**config.mk**
```make
export PLATFORM = sky130hd
export DESIGN_NAME = dlmr_div
export DESIGN_NICKNAME = d
export VERILOG_FILES = /design/src/hdl/dlmr_div.sv
export SDC_FILE = /design/constraint.sdc
export NUM_CORES = 1
export LEC_CHECK = 0
export BUFFER_PORTS_ARGS = -buffer_cell sky130_fd_sc_hd__buf_2
export CAP_MARGIN = 20
export CORE_MARGIN = 2
export CORE_UTILIZATION = 35
export CTS_CLUSTER_SIZE = 40
export DETAILED_ROUTE_END_ITERATION = 16
export SYNTH_ARGS = -nofsm -noshare
export SYNTH_HDL_FRONTEND = slang
export SYNTH_SLANG_ARGS = --single-unit
```
**constraint.sdc**
```tcl
create_clock -name i_clk -period 4.6 [get_ports i_clk]
set_input_delay 0.46 -clock i_clk [delete_from_list [all_inputs] [get_ports i_clk]]
set_output_delay 0.46 -clock i_clk [all_outputs]
set_load 0.02 [all_outputs]
```
**src/hdl/dlmr_div.sv**
```systemverilog
// Restoring 64-bit remainder unit, one quotient bit per cycle.
module dlmr_div (
    input  logic        i_clk,
    input  logic        i_rst_n,
    input  logic        i_start,
    input  logic [63:0] i_num,
    input  logic [63:0] i_den,
    output logic        o_done,
    output logic [63:0] o_rem
);
    logic [63:0] r_num;
    logic [64:0] r_rem;
    logic [63:0] r_den;
    logic [6:0]  r_cnt;
    logic        r_busy;
    logic        r_done;
    logic [64:0] w_sh;
    logic [64:0] w_sub;

    assign w_sh  = {r_rem[63:0], r_num[63]};
    assign w_sub = w_sh - {1'b0, r_den};

    always_ff @(posedge i_clk) begin
        if (!i_rst_n) begin
            r_busy <= 1'b0;
            r_done <= 1'b0;
            r_cnt  <= '0;
        end else begin
            r_done <= 1'b0;
            if (i_start) begin
                r_busy <= 1'b1;
                r_cnt  <= 7'd64;
                r_num  <= i_num;
                r_den  <= i_den;
                r_rem  <= '0;
            end else if (r_busy) begin
                r_num <= {r_num[62:0], 1'b0};
                r_rem <= w_sub[64] ? w_sh : w_sub;
                r_cnt <= r_cnt - 7'd1;
                if (r_cnt == 7'd1) begin
                    r_busy <= 1'b0;
                    r_done <= 1'b1;
                end
            end
        end
    end

    assign o_done = r_done;
    assign o_rem  = r_rem[63:0];
endmodule

```
=== Word level (Yosys, flattened, before mapping) ===
Index checks and enable logic that the tools add are counted.

* Memories kept: 0
* Bits in latches: 0
* Word-level logic and storage cells: 27
* Memory bits (writable): 0
* Input bits: 131
* Output and inout bits: 65
* Register bits after elaboration: 201
* ROM bits: 0

* Muxes and demuxes: 10
* Eq/ne operators: 1
* Multipliers: 0
* Order comparisons: 0
* $add $sub $neg: 2
* Reduce and logical (&&, ||, !) cells: 5
* Bitwise operators: 2
* Shift-type cells: 0
* Div/mod/pow operators: 0

{| class="wikitable"
|+ Operators with widths
! cell !! count
|-
| $mux W64 || 4
|-
| $sub A65 B64 Y65 || 1
|-
| $mux W7 || 2
|-
| $eq A7 B1 Y1 const B || 1
|-
| $sub A7 B1 Y7 const B || 1
|-
| $mux W1 || 4
|-
| $reduce_and A2 Y1 || 2
|-
| $reduce_or A3 Y1 || 1
|-
| $not A1 Y1 || 2
|-
| $reduce_bool A2 Y1 || 1
|-
| $reduce_or A2 Y1 || 1
|}

=== Depth between registers and ports, before layout ===
Gate-level depths: netlist of the first run.

* Depth in word-level cells: 4
* Depth in mapped cells: 16
* Gate-level depth less buffers: 14

=== Worst setup path before layout of the first run ===
No wires, ideal clock.

* Path kind: input port to flip-flop
* From: input port i_start
* To: register r_busy
* Path slack: 173 ps
* Buffers on the path: 2
* Stages: 4
* Arrival: 4356 ps
* Required time: 4529 ps
* Cell sequence: clkbuf_1 > clkbuf_1 > o21a_1 > o41a_1

* Word-level cells in the longest chain between the ends: 1

{| class="wikitable"
|+ RTL lines
! what !! RTL line !! RTL
|-
| start: declaration || 5 || <nowiki>input logic i_start,</nowiki>
|-
| $mux W1 || 30 || <nowiki>if (i_start) begin</nowiki>
|-
| end signal: assignment || 25 || <nowiki>r_busy <= 1'b0;</nowiki>
|-
| end signal: assignment || 31 || <nowiki>r_busy <= 1'b1;</nowiki>
|-
| end signal: assignment || 41 || <nowiki>r_busy <= 1'b0;</nowiki>
|-
| end: declaration || 15 || <nowiki>logic r_busy;</nowiki>
|}

Every way passes these cells.
A chain may end at the register's enable or synchronous reset.

=== Worst setup path after layout of the first run ===
* From: register r_num[63]
* To: register r_rem[30], data pin

* Word-level cells in the longest chain between the ends: 3

{| class="wikitable"
|+ RTL lines
! what !! RTL line !! RTL
|-
| start: declaration || 11 || <nowiki>logic [63:0] r_num;</nowiki>
|-
| start signal: assignment || 33 || <nowiki>r_num <= i_num;</nowiki>
|-
| start signal: assignment || 37 || <nowiki>r_num <= {r_num[62:0], 1'b0};</nowiki>
|-
| $sub A65 B64 Y65 || 21 || <nowiki>assign w_sub = w_sh - {1'b0, r_den};</nowiki>
|-
| $mux W64 || 38 || <nowiki>r_rem <= w_sub[64] ? w_sh : w_sub;</nowiki>
|-
| $mux W64 || 36 || <nowiki>end else if (r_busy) begin</nowiki>
|-
| end signal: assignment || 38 ||
|-
| end: declaration || 12 || <nowiki>logic [64:0] r_rem;</nowiki>
|}

Every way passes these cells. The select of a mux whose other input is x is not followed.

==> summary.md, run 1 <==
| Metric | Value |
|---|---|
| # resized after CTS | `0` |
| Number of enable flip-flop cells after synthesis | `192` |
| Clk pin slew, worst setup/hold paths | `0.06 ns` |
| Synth warn | `0` |
| Worst hold stages | `1` |
| GRT Resource Usage Total | `0.164` |
| H-tree Lvls | `1` |
| VDD IR max | `0.237 mV` |
| Critical Path Sink Type | `flip-flop` |
| Design Power | `5.78 mW` |
| Cts hold-fix bufs | `0` |
| Gp weighted congestion | `0.873` |
| Port bufs | `195` |
| Pleak | `5.78 nW` |
| Layout cells sized above 1 | `0.238` |
| Die W | `187 um` |
| I/O pin cnt | `196` |
| HP Class | `input pin to flip-flop` |
| Grt ovf | `0` |
| Power per cell area | `413 mW/mm^2` |
| Initial core utilization | `0.354` |
| First-pass GRT wire length | `46.7 mm` |
| Average footprint of a synthesized cell | `10.7 sq um` |
| Most area-hungry cell type in the Yosys netlist | `edfxtp_1` |
| CP Cell Sequence | `inv_1 > ha_1 > fa_1 > nand2b_1 > a21o_1 > a31oi_1 > a21oi_1 > o32a_1 > a21oi_2 > a31oi_1 > a311oi_4 > buf_4 > nor2_1 > a21oi_1 > nor2_1` |
| Worst slack, placed | `0.515 ns` |
| CTS buffer count | `26` |
| CP Launch Type | `flip-flop` |
| Worst slew pin tran | `1.09 ns` |
| Register bit total from synthesis | `201` |
| Vias in the first global route | `9019` |
| Flop2flop setup slack | `0.54 ns` |
| Max Used Layer | `met5` |
| Clock Latency Late Sink | `0.53 ns` |
| DRC Markers | `0` |
| Synth-to-Final Area Change | `18.8%` |
| Total number of vias | `8857` |
| Register area share after synthesis | `0.505` |
| Worst-path fanout max | `53` |
| Most common cell after layout, fill and taps aside | `buf_2` |
| Synth top area share | `0.490` |
| Crit path max-delay cell type | `buf_4` |
| Iteration-0 DRC Markers | `490` |
| F_max | `0.246 GHz` |
| Clock buffer depth | `3` |
| Required @ worst endpoint | `4.83 ns` |
| Row count | `67` |
| Final setup violation count | `0` |
| Leading cell types in the layout, fill and taps excluded | `buf_2, edfxtp_1, nor2_1, a21oi_1, inv_1` |
| Fin crit share | `0.882` |
| Setup_tns | `0 ns` |
| Synthesized area | `0.0118 sq mm` |
| Routed WL | `29.3 mm` |
| Die height | `187 um` |
| Postcts setup bufs | `0` |
| DPL Wire Length | `21.3 mm` |
| Asr flop ratio synth | `0` |
| Critical Path Max Stage Delay | `0.54 ns` |
| Number of nets in the layout | `1492` |
| Max cap viols | `0` |
| DIE AREA | `0.0351 sq mm` |
| CORE AREA | `0.0333 sq mm` |
| Worst EP arrival | `4.29 ns` |
| Final Hold Violating Endpoints | `0` |
| Post-DRT Antenna Nets | `0` |
| Synth unique cells | `63` |
| Largest net degree at the start of global routing | `89` |
| Initial antenna violation count | `12` |
| Run status | `completed` |
| TritonCTS clock tree | `done` |
| Worst r2r path cells | `15` |
| Routed wire per std cell | `16.6 um` |
| DR WL met3 | `2.99 mm` |
| M1 WL | `12.7 mm` |
| Synth top area cells | `edfxtp_1, ha_1, mux2_2` |
| Post-synthesis cell count | `1102` |
| 1st-pass router iterations | `5` |
| Final Max Slew Viols | `0` |
| Clk sinks | `201` |
| Post-Syn Nets | `1300` |
| Relative slew margins | `0.272` |
| DR WL met2 | `13.1 mm` |
| Root Driver | `clkbuf_16` |
| WS Path Type | `flip-flop to flip-flop` |
| Slack of the critical path | `0.541 ns` |
| Vias per cell | `5.03` |
| Min cycle time layout | `4.06 ns` |
| RSZ-0062 raised after global routing | `false` |
| Synth Flop Type | `edfxtp_1` |
| Clk_skew | `0.0146 ns` |
-- registers in the layout, indices dropped and copies added, names as in the netlist --
name,cells
r_num,64
r_rem,64
r_cnt,7
r_busy,1
r_den,64
o_done,1
-- routing by layer --
metal  track usage  vias to the layer above
met5             0                        -
met4        0.0342                       10
met3        0.0685                       48
met2         0.266                      266
met1         0.205                     4141
li1              -                     4392
-- path summary, 6_finish.rpt --
kind | from | to
hold / removal | i_den[62] | r_den[62]
setup reg to reg | r_num[63] | r_rem[30]
setup / recovery | r_num[63] | r_rem[30]
hold reg to reg | r_cnt[6] | o_done
-- worst max-delay path: cells and delay by family, from the launching register on --
kind,cells,cell delay [ns]
AOI/OAI and AO/OA,8,1.86
DFF,1,0.34
and+or+nand+nor,3,0.35
buffers and inverters,2,0.58
adders and majority gates,2,0.62
-- kinds of logic after synthesis --
kind of cell             after synthesis  synth area share
XOR/XNOR                              67            0.0499
buffers and inverters                122            0.0425
adder cells (fa/ha/maj)               67            0.0719
flip-flops                           201             0.505
AO/OA/AOI/OAI                        264             0.140
multiplexers                          85            0.0791
AND/OR/NAND/NOR                      296             0.111
-- cells in the mapped netlist, types with 7 or more instances --
cell type    n
edfxtp_1   192
nor2_1     150
a21oi_1    118
inv_1       82
nand2_1     71
ha_1        66
mux2_2      64
o21ai_0     40
xnor2_1     39
xor2_1      28
clkbuf_1    24
a21o_1      23
mux2i_1     21
a31oi_1     11
o21bai_1    11
nand4_1     10
o21a_1      10
a211oi_1     9
dfxtp_1      9
nor3_1       9
and3_1       8
nand2b_1     8
buf_2        7
nor2b_1      7
-- cell type report --
| cell class | count | area (sq um) |
|---|---|---|
| Inverter | 83 | 312 |
| Sequential cell | 201 | 5950 |
| Multi-Input combinational cell | 779 | 5340 |
| Timing Repair Buffer | 203 | 1050 |
| Tap cell | 448 | 561 |
| Fill cell | 3312 | 19300 |
| Clock inverter | 11 | 57.6 |
| Clock buffer | 33 | 698 |
| Antenna cell | 4 | 10.0 |
-- power by group --
part / switching, mW / internal (mW) / total, mW
logic: 0.995 / 0.662 / 1.66
clock network: 0.764 / 1.06 / 1.82
registers: 0.0851 / 2.21 / 2.30
-- per-stage QoR --
step	cell area, sq um	cells	hold WS [ns]	utilization
detailed placement	13200	1714	0.472	0.397
global placement	13200	1714	0.461	0.397
CTS	14000	1758	0.0745	0.420
global route	14000	1760	0.0743	0.420
floorplan	11800	1102	0.441	-
finish	14000	1762	0.103	0.420
(Power assumes the default switching activity.)
==> run 2, diff against run 1 <==
--- a/config.mk
+++ b/config.mk
@@ -11,6 +11,7 @@
 export CORE_UTILIZATION = 35
 export CTS_CLUSTER_SIZE = 40
 export DETAILED_ROUTE_END_ITERATION = 16
+export MAX_ROUTING_LAYER = met4
 export SYNTH_ARGS = -nofsm -noshare
 export SYNTH_HDL_FRONTEND = slang
 export SYNTH_SLANG_ARGS = --single-unit
==> run 2 against run 1 <==
Compared with the run above:
- wire length hardly changed
- fmax is 0.10% higher
- global-route usage is 0.50 points higher
- clock power hardly changed
- die area stayed put
- critical path type unchanged
==> summary.md, run 2 (synthesized netlist as in run 1, its figures left out) <==
| Metric | Value |
|---|---|
| Run status | `completed` |
| CTS buffer count | `26` |
| Crit path max-delay cell type | `buf_4` |
| CP bufs+invs | `2` |
| Most common cell after layout, fill and taps aside | `buf_2` |
| CP Cell Sequence | `inv_1 > ha_1 > fa_1 > nand2b_1 > a21o_1 > a31oi_1 > a21oi_1 > o32a_1 > a21oi_2 > a31oi_1 > a311oi_4 > buf_4 > nor2_1 > a21oi_1 > nor2_1` |
| CP Launch Type | `flip-flop` |
| Total number of vias | `8883` |
| Clock Latency Late Sink | `0.53 ns` |
| Critical Path Sink Type | `flip-flop` |
| Layout cells sized above 1 | `0.238` |
| Post-DRT Antenna Nets | `0` |
| Gp weighted congestion | `0.889` |
| TritonCTS clock tree | `done` |
| Placed cells | `1714` |
| Iteration-0 DRC Markers | `513` |
| GR Util met2 | `0.265` |
| Met1 Track Usage GR | `0.211` |
| GR Layer Usage met3 | `0.0608` |
| Final setup violation count | `0` |
| Largest net degree at the start of global routing | `89` |
| Area of the multi-input gates | `0.00534 sq mm` |
| Fillers | `3307` |
| CORE AREA | `0.0333 sq mm` |
| GRT Resource Usage Total | `0.169` |
| Worst slew pin tran | `1.09 ns` |
| Cts hold-fix bufs | `0` |
| Routed WL | `29.3 mm` |
| FF/Latch Area | `0.00595 sq mm` |
| 1st-pass router iterations | `5` |
| Row count | `67` |
| Final Max Slew Viols | `0` |
| Layout Utilization | `0.421` |
| # resized after CTS | `0` |
| Clock buffer depth | `3` |
| Min cycle time layout | `4.06 ns` |
| F_max | `0.247 GHz` |
| Gr busiest metal | `met2` |
| Initial core utilization | `0.354` |
| Final Hold Violating Endpoints | `0` |
| Port bufs | `195` |
| Root Driver | `clkbuf_16` |
| Die W | `187 um` |
| Vias in the first global route | `9031` |
| Fin cells | `1770` |
| Max cap viols | `0` |
| H-tree Lvls | `1` |
| Initial antenna violation count | `12` |
| Synth-to-Final Area Change | `18.9%` |
| DIE AREA | `0.0351 sq mm` |
| Fin crit share | `0.882` |
| Relative slew margins | `0.270` |
| Vias per cell | `5.02` |
| Worst EP arrival | `4.29 ns` |
| Pleak | `5.78 nW` |
| Family with the most delay on the worst path | `compound AO/OA/AOI/OAI gates` |
| Clk_skew | `0.0182 ns` |
| Top flop regs | `r_den (64), r_num (64), r_rem (64)` |
| DPL Wire Length | `21.3 mm` |
| HP Class | `input pin to flip-flop` |
| Worst-path fanout max | `53` |
| WS Path Type | `flip-flop to flip-flop` |
| Routed wire per std cell | `16.5 um` |
| Required @ worst endpoint | `4.84 ns` |
| Critical Path Max Stage Delay | `0.54 ns` |
| RSZ-0062 raised after global routing | `false` |
| Power per cell area | `413 mW/mm^2` |
| Clk pin slew, worst setup/hold paths | `0.06 ns` |
| Postcts setup bufs | `0` |
| DRC Markers | `0` |
| Design Power | `5.78 mW` |
| Setup_tns | `0 ns` |
| Clk sinks | `201` |
| First-pass GRT wire length | `46.6 mm` |
| Die height | `187 um` |
| Grt ovf | `0` |
| Leading cell types in the layout, fill and taps excluded | `buf_2, edfxtp_1, nor2_1, a21oi_1, inv_1` |
| VDD IR max | `0.239 mV` |
| Number of nets in the layout | `1492` |
| I/O pin cnt | `196` |
## run 2: changes by cell type in the layout (fill, tap and decap cells not counted), sizes merged
cell,previous run,this run
diode,4,12
## run 2: where the power goes
part | internal [mW] | total [mW] | switching, mW
clock | 1.06 | 1.82 | 0.764
combinational | 0.662 | 1.66 | 0.996
sequential | 2.21 | 2.30 | 0.0851
## run 2: per-layer routing
metal,wire length (um),vias to the layer above
met4,440,0
met5,0,-
met2,13100,266
met3,2820,38
li1,-,4409
met1,12900,4170
## run 2: final timing paths
path              from         to  slack, ns  depth (start not counted)
max          r_num[63]  r_rem[30]       0.54                         15
min          i_den[62]  r_den[62]       0.10                          1
max reg2reg  r_num[63]  r_rem[30]       0.54                         15
min reg2reg   r_cnt[6]     o_done       0.48                          1
## run 2: worst register-to-register path, cell delays in order (launching register included)
cell and delay, ns:
edfxtp_1 0.34, inv_1 0.04, ha_1 0.22, fa_1 0.40, nand2b_1 0.18, a21o_1 0.19, a31oi_1 0.22, a21oi_1 0.19
o32a_1 0.38, a21oi_2 0.27, a31oi_1 0.18, a311oi_4 0.28, buf_4 0.54, nor2_1 0.14, a21oi_1 0.14, nor2_1 0.06
## run 2: area by class of cell
class                   count  area share
clock buffers              33      0.0499
multi-input cells         779       0.382
flip-flops and latches    201       0.425
clock inverters            11     0.00411
well taps                 448      0.0400
diodes                     12     0.00215
inverters                  83      0.0223
repair buffers            203      0.0751
## run 2: metrics by stage
stage	hold slack [ns]	instance area [sq um]	worst slack (ns)
floorplan	0.441	11800	0.173
global placement	0.461	13200	0.603
detailed placement	0.472	13200	0.515
CTS	0.0745	14000	0.500
global route	0.0743	14000	0.182
finish	0.101	14000	0.545
